$ cat src/rtl/core/lkv_pkg.sv
// shared types and constants for the lru key-value cache
`timescale 1ns / 1ps
`default_nettype none
package lkv_pkg;

  localparam int unsigned ENTRIES = 16;
  localparam int unsigned IDX_W   = $clog2(ENTRIES);
  localparam int unsigned CNT_W   = $clog2(ENTRIES + 1);
  localparam int unsigned CFG_W   = 5;
  localparam int unsigned DATA_W  = 32;
  localparam int unsigned XW      = (CNT_W > CFG_W) ? CNT_W : CFG_W;

  localparam logic [CFG_W-1:0] CAP_RESET = CFG_W'(16);

  localparam logic ACT_GET = 1'b0;
  localparam logic ACT_PUT = 1'b1;

  typedef enum logic [1:0] {
    ST_IDLE,
    ST_LOOKUP,
    ST_RESP
  } state_e;

  typedef struct packed {
    logic             hit;
    logic [IDX_W-1:0] hit_idx;
    logic             evict;
    logic [IDX_W-1:0] slot;
  } lookup_t;

endpackage
`default_nettype wire

$ cat src/rtl/core/lkv_value_ram.sv
// value storage: one write port, one registered read port
`timescale 1ns / 1ps
`default_nettype none
module lkv_value_ram (
  input  wire logic                            clk_i,
  input  wire logic                            we_i,
  input  wire logic [lkv_pkg::IDX_W-1:0]       waddr_i,
  input  wire logic [lkv_pkg::DATA_W-1:0]      wdata_i,
  input  wire logic [lkv_pkg::IDX_W-1:0]       raddr_i,
  output      logic [lkv_pkg::DATA_W-1:0]      rdata_o
);

  logic [lkv_pkg::DATA_W-1:0] mem [lkv_pkg::ENTRIES];

  always_ff @(posedge clk_i) begin
    if (we_i) begin
      mem[waddr_i] <= wdata_i;
    end
  end

  always_ff @(posedge clk_i) begin
    rdata_o <= mem[raddr_i];
  end

endmodule
`default_nettype wire

$ cat src/rtl/core/lkv_tag_store.sv
// key tags, valid bits and recency ranks with parallel match and lru update
`timescale 1ns / 1ps
`default_nettype none
module lkv_tag_store (
  input  wire logic                            clk_i,
  input  wire logic                            rst_ni,
  input  wire logic                            lookup_en_i,
  input  wire logic                            action_i,
  input  wire logic signed [lkv_pkg::DATA_W-1:0] key_i,
  input  wire logic [lkv_pkg::CFG_W-1:0]       cap_i,
  output      lkv_pkg::lookup_t                res_o
);

  logic                        valid_q [lkv_pkg::ENTRIES];
  logic                        valid_ev [lkv_pkg::ENTRIES];
  logic [lkv_pkg::IDX_W-1:0]   rank_q [lkv_pkg::ENTRIES];
  logic [lkv_pkg::IDX_W-1:0]   rank_d [lkv_pkg::ENTRIES];
  logic [lkv_pkg::DATA_W-1:0]  key_q [lkv_pkg::ENTRIES];
  logic [lkv_pkg::CNT_W-1:0]   live_q;
  logic [lkv_pkg::CNT_W-1:0]   live_d;
  logic [lkv_pkg::CNT_W-1:0]   live_m1;
  logic [lkv_pkg::IDX_W-1:0]   old_rank;
  logic [lkv_pkg::IDX_W-1:0]   old_idx;
  logic [lkv_pkg::IDX_W-1:0]   hit_rank;
  logic [lkv_pkg::XW-1:0]      live_x;
  logic [lkv_pkg::XW-1:0]      cap_x;
  logic                        full;
  logic                        ins;
  logic [lkv_pkg::ENTRIES-1:0] valid_vec;
  lkv_pkg::lookup_t            res;

  assign live_m1  = live_q - lkv_pkg::CNT_W'(1);
  assign old_rank = live_m1[lkv_pkg::IDX_W-1:0];
  assign live_x   = lkv_pkg::XW'(live_q);
  assign cap_x    = lkv_pkg::XW'(cap_i);

  // capacity zero acts as one, anything above the built size is clipped
  always_comb begin
    if (live_q == lkv_pkg::CNT_W'(lkv_pkg::ENTRIES)) begin
      full = 1'b1;
    end else if (cap_x == '0) begin
      full = (live_x != '0);
    end else begin
      full = (live_x >= cap_x);
    end
  end

  always_comb begin
    res      = '0;
    old_idx  = '0;
    hit_rank = '0;
    for (int i = 0; i < int'(lkv_pkg::ENTRIES); i++) begin
      if (valid_q[i] && (key_q[i] == key_i)) begin
        res.hit     = 1'b1;
        res.hit_idx = res.hit_idx | lkv_pkg::IDX_W'(i);
        hit_rank    = hit_rank | rank_q[i];
      end
      // live ranks are distinct, so the oldest holds rank live_count - 1
      if (valid_q[i] && (rank_q[i] == old_rank)) begin
        old_idx = old_idx | lkv_pkg::IDX_W'(i);
      end
    end
    res.evict = (action_i == lkv_pkg::ACT_PUT) && !res.hit && full;
    for (int i = 0; i < int'(lkv_pkg::ENTRIES); i++) begin
      valid_ev[i] = valid_q[i] && !(res.evict && (old_idx == lkv_pkg::IDX_W'(i)));
    end
    // lowest free slot
    for (int i = int'(lkv_pkg::ENTRIES) - 1; i >= 0; i--) begin
      if (!valid_ev[i]) begin
        res.slot = lkv_pkg::IDX_W'(i);
      end
    end
  end

  assign res_o = res;
  assign ins   = (action_i == lkv_pkg::ACT_PUT) && !res.hit;

  always_comb begin
    for (int i = 0; i < int'(lkv_pkg::ENTRIES); i++) begin
      rank_d[i] = rank_q[i];
      if (res.hit) begin
        if (res.hit_idx == lkv_pkg::IDX_W'(i)) begin
          rank_d[i] = '0;
        end else if (valid_q[i] && (rank_q[i] < hit_rank)) begin
          rank_d[i] = rank_q[i] + lkv_pkg::IDX_W'(1);
        end
      end else if (ins) begin
        if (res.slot == lkv_pkg::IDX_W'(i)) begin
          rank_d[i] = '0;
        end else if (valid_ev[i]) begin
          rank_d[i] = rank_q[i] + lkv_pkg::IDX_W'(1);
        end
      end
    end
    live_d = live_q;
    if (ins) begin
      live_d = res.evict ? live_q : live_q + lkv_pkg::CNT_W'(1);
    end
  end

  always_ff @(posedge clk_i or negedge rst_ni) begin
    if (!rst_ni) begin
      live_q <= '0;
      for (int i = 0; i < int'(lkv_pkg::ENTRIES); i++) begin
        valid_q[i] <= 1'b0;
        rank_q[i]  <= '0;
      end
    end else if (lookup_en_i) begin
      live_q <= live_d;
      for (int i = 0; i < int'(lkv_pkg::ENTRIES); i++) begin
        rank_q[i] <= rank_d[i];
        if (ins) begin
          valid_q[i] <= valid_ev[i] || (res.slot == lkv_pkg::IDX_W'(i));
        end
      end
    end
  end

  always_ff @(posedge clk_i) begin
    if (lookup_en_i && ins) begin
      key_q[res.slot] <= key_i;
    end
  end

  always_comb begin
    for (int i = 0; i < int'(lkv_pkg::ENTRIES); i++) begin
      valid_vec[i] = valid_q[i];
    end
  end

`ifndef SYNTHESIS
  a_live_count : assert property (@(posedge clk_i) disable iff (!rst_ni)
    $countones(valid_vec) == int'(live_q))
    else $error("live count does not match valid bits");

  a_hit_live : assert property (@(posedge clk_i) disable iff (!rst_ni)
    lookup_en_i && res.hit |-> valid_vec[res.hit_idx])
    else $error("hit on an invalid entry");

  a_evict_keeps_count : assert property (@(posedge clk_i) disable iff (!rst_ni)
    lookup_en_i && res.evict |=> live_q == $past(live_q))
    else $error("eviction changed the live count");
`endif

endmodule
`default_nettype wire

$ cat src/rtl/core/lru_key_value_cache_core.sv
// top level of the lru key-value cache: command sequencer and result port
`timescale 1ns / 1ps
`default_nettype none
// Fully associative key-value cache with least-recently-used replacement.
// Command channel: an item (action_i, key_i, value_i) is taken at a clock edge
// where start_i is high and busy_o is low. action_i 0 looks a key up, 1 stores.
// The key is matched against all live tags in the cycle after acceptance while
// recency ranks, tags and the value RAM are updated; the result appears in the
// following cycle on hit_o, read_value_o and evicted_o with result_valid_o high
// for exactly one cycle. busy_o is high only in the match cycle, so a new word
// can be taken in the same cycle its predecessor's result is shown.
// The receiver has no way to stall; each result must be taken when shown.
// cfg_we_i / cfg_wdata_i write the capacity in use (reset 16); write it only
// while the block is idle. Reset empties the cache at once (valid bits and
// ranks are flops), so no clearing pass is needed.
module lru_key_value_cache_core (
  input  wire logic                                 clk_i,
  input  wire logic                                 rst_ni,
  input  wire logic                                 start_i,
  output      logic                                 busy_o,
  input  wire logic                                 action_i,
  input  wire logic signed [lkv_pkg::DATA_W-1:0]    key_i,
  input  wire logic signed [lkv_pkg::DATA_W-1:0]    value_i,
  output      logic                                 result_valid_o,
  output      logic                                 hit_o,
  output      logic signed [lkv_pkg::DATA_W-1:0]    read_value_o,
  output      logic                                 evicted_o,
  input  wire logic                                 cfg_we_i,
  input  wire logic [lkv_pkg::CFG_W-1:0]            cfg_wdata_i
);

  lkv_pkg::state_e                   state_q;
  lkv_pkg::state_e                   state_d;
  logic                              accept;
  logic                              lookup_en;
  logic [lkv_pkg::CFG_W-1:0]         cap_q;
  logic                              action_q;
  logic signed [lkv_pkg::DATA_W-1:0] key_q;
  logic signed [lkv_pkg::DATA_W-1:0] value_q;
  logic                              hit_q;
  logic                              evict_q;
  lkv_pkg::lookup_t                  res;
  logic                              ram_we;
  logic [lkv_pkg::IDX_W-1:0]         ram_waddr;
  logic [lkv_pkg::DATA_W-1:0]        ram_rdata;

  assign accept = start_i && !busy_o;

  always_comb begin
    state_d = state_q;
    unique case (state_q)
      lkv_pkg::ST_IDLE:   if (start_i) state_d = lkv_pkg::ST_LOOKUP;
      lkv_pkg::ST_LOOKUP: state_d = lkv_pkg::ST_RESP;
      lkv_pkg::ST_RESP: begin
        state_d = start_i ? lkv_pkg::ST_LOOKUP : lkv_pkg::ST_IDLE;
      end
      default:            state_d = lkv_pkg::ST_IDLE;
    endcase
  end

  always_comb begin
    busy_o         = 1'b0;
    lookup_en      = 1'b0;
    result_valid_o = 1'b0;
    unique case (state_q)
      lkv_pkg::ST_IDLE:   ;
      lkv_pkg::ST_LOOKUP: begin
        busy_o    = 1'b1;
        lookup_en = 1'b1;
      end
      lkv_pkg::ST_RESP:   result_valid_o = 1'b1;
      default:            ;
    endcase
  end

  always_ff @(posedge clk_i or negedge rst_ni) begin
    if (!rst_ni) begin
      state_q <= lkv_pkg::ST_IDLE;
      cap_q   <= lkv_pkg::CAP_RESET;
    end else begin
      state_q <= state_d;
      if (cfg_we_i) begin
        cap_q <= cfg_wdata_i;
      end
    end
  end

  always_ff @(posedge clk_i) begin
    if (accept) begin
      action_q <= action_i;
      key_q    <= key_i;
      value_q  <= value_i;
    end
    if (lookup_en) begin
      hit_q   <= res.hit;
      evict_q <= res.evict;
    end
  end

  lkv_tag_store u_tags (
    .clk_i       (clk_i),
    .rst_ni      (rst_ni),
    .lookup_en_i (lookup_en),
    .action_i    (action_q),
    .key_i       (key_q),
    .cap_i       (cap_q),
    .res_o       (res)
  );

  // a put writes the hit entry or the new slot; a get only reads
  assign ram_we    = lookup_en && (action_q == lkv_pkg::ACT_PUT);
  assign ram_waddr = res.hit ? res.hit_idx : res.slot;

  lkv_value_ram u_values (
    .clk_i   (clk_i),
    .we_i    (ram_we),
    .waddr_i (ram_waddr),
    .wdata_i (value_q),
    .raddr_i (res.hit_idx),
    .rdata_o (ram_rdata)
  );

  assign hit_o     = hit_q;
  assign evicted_o = evict_q;

  always_comb begin
    if (action_q == lkv_pkg::ACT_PUT) begin
      read_value_o = value_q;
    end else if (hit_q) begin
      read_value_o = ram_rdata;
    end else begin
      read_value_o = '1;
    end
  end

`ifndef SYNTHESIS
  a_result_after_lookup : assert property (@(posedge clk_i) disable iff (!rst_ni)
    result_valid_o |-> $past(state_q == lkv_pkg::ST_LOOKUP))
    else $error("result without a preceding lookup");

  a_busy_one_cycle : assert property (@(posedge clk_i) disable iff (!rst_ni)
    busy_o |=> !busy_o && result_valid_o)
    else $error("lookup did not hand over to the result cycle");

  a_evict_on_miss : assert property (@(posedge clk_i) disable iff (!rst_ni)
    result_valid_o && evicted_o |-> !hit_o && (action_q == lkv_pkg::ACT_PUT))
    else $error("eviction on a hit or a get");
`endif

endmodule
`default_nettype wire
$ cat config.mk
export PLATFORM = sky130hd
export DESIGN_NAME = lru_key_value_cache_core
export DESIGN_NICKNAME = d
export VERILOG_FILES = /design/src/rtl/core/lkv_pkg.sv /design/src/rtl/core/lkv_value_ram.sv /design/src/rtl/core/lkv_tag_store.sv /design/src/rtl/core/lru_key_value_cache_core.sv
export SDC_FILE = /design/constraint.sdc
export NUM_CORES = 2
export LEC_CHECK = 0
export BUFFER_PORTS_ARGS = -buffer_cell sky130_fd_sc_hd__buf_2
export CAP_MARGIN = 20
export CORE_UTILIZATION = 25
export CTS_CLUSTER_SIZE = 28
export DETAILED_ROUTE_END_ITERATION = 6
export HOLD_SLACK_MARGIN = 0.1
export PLACE_DENSITY = 0.44
export SYNTH_ARGS = -nofsm -noshare
export SYNTH_HDL_FRONTEND = slang
export SYNTH_SLANG_ARGS = --single-unit
$ cat constraint.sdc
create_clock -name clk_i -period 5.9 [get_ports clk_i]
set_input_delay 1.18 -clock clk_i [delete_from_list [all_inputs] [get_ports clk_i]]
set_output_delay 1.18 -clock clk_i [all_outputs]
set_load 0.03 [all_outputs]
==> results_dict.tcl <==
set metrics [dict create \
    antenna_found_initial 10 \
    reg2reg_from "key_q[31]" \
    final-hold-violation-count 0 \
    grt_pass1_vias 33530 \
    hpwl_um 105600 \
    synth_area_leader_cell "edfxtp_1" \
    synth_fp_nets 4214 \
    synth_edf_count 1091 \
    slowest_delay_ns 0.70 \
    synth_top_area_share_pct 61.07 \
    rsz0062_at_grt "no" \
    grt_pass1_wl_um 243000 \
    slew_violations 0 \
    design.core.area_mm2 0.2127 \
    ys_async_sr_fraction_pct 7.572 \
    cellPowerDensity_mw_per_mm2 363.1 \
    crit_type "reg2reg" \
    viasPerCell 4.641 \
    gp_congestion 0.9243 \
    grt_use_total_pct 15.33 \
    power.total_uw 23080 \
    drt-initial-drc-count 2657 \
    drt_first_pass_iters 5 \
    synth_seq_cells 1215 \
    critPathRequiredTime_ns 6.36 \
    cp_slowest_cell "o41ai_1" \
    critPathMaxFanout 32 \
    fp.dieW_um 465.2 \
    ioPinCount 110 \
    r2r_end "u_tags.key_q[4][13]" \
    synth_cell_type_count 94 \
    ys_warn_count 0 \
    grt_overflow_total 0 \
    clkTransAtPathRegs_ns 0.06 \
    cp-start-kind "flop" \
    cts_tree "yes" \
    nets 4464 \
    cts.sinks 1215 \
    holdCritPathClass "in2async" \
    root_buffer "clkbuf_16" \
    arrival_ns 6.04 \
    reg2reg_slack_ns 0.32 \
    fin_crit_sh_pct 94.62 \
    timing.max_cap.violations 0 \
    syn_avg_cell_area_um2 13.18 \
    synthFlopType "edfxtp_1" \
    die_h_um 465.2 \
    final_antenna_net_count 0 \
    finalSetupTns_ns 0 \
    syn-cell-area_mm2 0.05365 \
    fmax_ghz 0.1791 \
    worstSkewPairLatency_ns 0.79 \
    clock_path_buffers 3 \
    port_buffers 109 \
    wirelength_um 167400 \
    h-tree-depth 4 \
    synth_cells 4069 \
    r2r_cells 15 \
    area_growth_pct 18.52 \
    rows 169 \
    fin_crit_ns 5.582 \
    grt_max_degree 87 \
    crit_chain "buf_12 -> xor2_1 -> nor4_1 -> nand4_1 -> nor4_2 -> or4_1 -> nor4_4 -> buf_4 -> a31oi_1 -> o2111ai_1 -> o41ai_1 -> a31oi_2 -> buf_4 -> nor2_2 -> buf_12" \
    status "completed" \
    drive_gt1_share_pct 13.53 \
    cts_made_buffers 143 \
    vias 33680 \
    worstMarginPinSlew_ns 1.132 \
    skew_ns 0.02609 \
    remaining_drc_errors 0 \
    end_kind "flop" \
    synth_top_cells_by_area "edfxtp_1 61%, xnor2_1 5.5%, dfrtp_1 4.2%" \
    synth_seq_area_share_pct 66.55 \
    initial_core_util_pct 25.22 \
    peakVddDrop_uv 296.1 \
    p_leak_uw 0.02160 \
    avgRoutedWirePerCell_um 23.07 \
    setup_viol 0 \
    relSlewSlack_pct 24.56 \
    fp.dieArea_mm2 0.2165 \
]
==> cells in the final DEF (no fill, tap or decap), drive strengths merged, types with 74 or more instances in the layout <==
master	instances
edfxtp	1091
xnor2	335
buf	308
xor2	211
nand3	87
nor2	150
inv	110
nand2	591
a21oi	202
clkbuf	180
nor4	74
nand4	84
dfrtp	91
o21ai	113
==> state kept, by name (all words and copies together), names as in the netlist <==
name	count
u_tags.key_q	512
value_q	32
hit_o	1
cap_q	5
state_q	2
u_values.rdata_o	32
u_tags.live_q	5
key_q	32
u_tags.valid_q	16
u_tags.rank_q	64
action_q	1
evicted_o	1
u_values.mem	512
==> layout make-up <==
type,instances,area [um^2]
inverters,100,377.9
fillers,21580,149100
diodes,7,17.52
repair buffers,308,2805
clock inverters,74,604.3
multi-input cells,2551,16710
well taps,2821,3530
flip-flops and latches,1215,35710
clock buffers,180,3832
==> timing repair <==
item	in CTS	in global routing
hold buffers	0	0
endpoints found under the setup margin	0	636
gates resized for setup	0	3
buffers inserted	0	6
==> Yosys cell counts, types with 39 or more instances <==
library cell	n
ha_1	71
clkbuf_1	105
nor4_1	68
a21oi_1	202
nand4_1	84
o21ai_0	102
nor2_1	150
xor2_1	211
inv_1	96
nand2_1	591
a31oi_1	39
nand3_1	86
a211oi_1	54
xnor2_1	335
nor3_1	62
dfrtp_1	91
o21a_1	39
edfxtp_1	1091
==> kinds of logic (layout without fill, tap and decap cells) <==
family | count (synthesis) | in the layout | synth area share [%]
other | 0 | 7 | 0
AOI/OAI and AO/OA | 655 | 655 | 7.992
buffers and inverters | 303 | 662 | 2.838
adders and majority gates | 71 | 71 | 1.656
muxes | 20 | 20 | 0.4011
xor gates and xnor gates | 561 | 561 | 9.543
DFF | 1215 | 1215 | 66.55
and+or+nand+nor | 1244 | 1244 | 11.02
==> report_power, final <==
part	internal, uW	switching (uW)
Combinational	1460	2680
Sequential	9930	518
Clock	4870	3630
Total	16300	6820
==> how the worst max path moves through the flow <==
| stage | start | end | cells past startpoint |
|---|---|---|---|
| 3_3_place_gp | key_q[1] | u_tags.key_q[3][2] | 16 |
| 4_1_cts | key_q[1] | u_tags.key_q[3][30] | 16 |
| 2_1_floorplan | u_tags.live_q[0] | u_values.mem[9][0] | 20 |
| 6_report | key_q[31] | u_tags.key_q[4][13] | 15 |
| 3_5_place_dp | key_q[1] | u_tags.key_q[3][2] | 16 |
| 5_1_grt | key_q[31] | u_tags.key_q[3][30] | 16 |
==> layer usage <==
layer  track usage, %  vias to the layer above  part of all wire, %
li1                 -                    15440                    -
met2            24.64                      852                   47
met4            4.535                        2                  2.4
met3            2.184                      231                  4.5
met1            21.34                    17160                   47
met5                0                        -               0.0078
==> worst max-delay path: cells and delay by family, from the launching register on <==
family	cells	cell delay (ns)
AND/OR/NAND/NOR	6	2.11
flip-flops	1	0.41
AO/OA/AOI/OAI	4	1.53
XOR/XNOR	1	0.17
buffers and inverters	4	0.99
==> per-stage QoR <==
step	utilization, %	area (um^2)	std cells	hold WS [ns]	setup WS (ns)
after floorplan	-	53700	4069	0.4174	-0.3259
after global placement	27.76	59060	6989	0.4323	0.1178
after detailed placement	27.76	59060	6989	0.4451	0.08724
after CTS	29.85	63490	7243	0.3696	0.06727
after global routing	29.88	63570	7251	0.4278	0.0009974
final	29.89	63580	7256	0.4129	0.3177
Power figures use the tool's default switching activity.
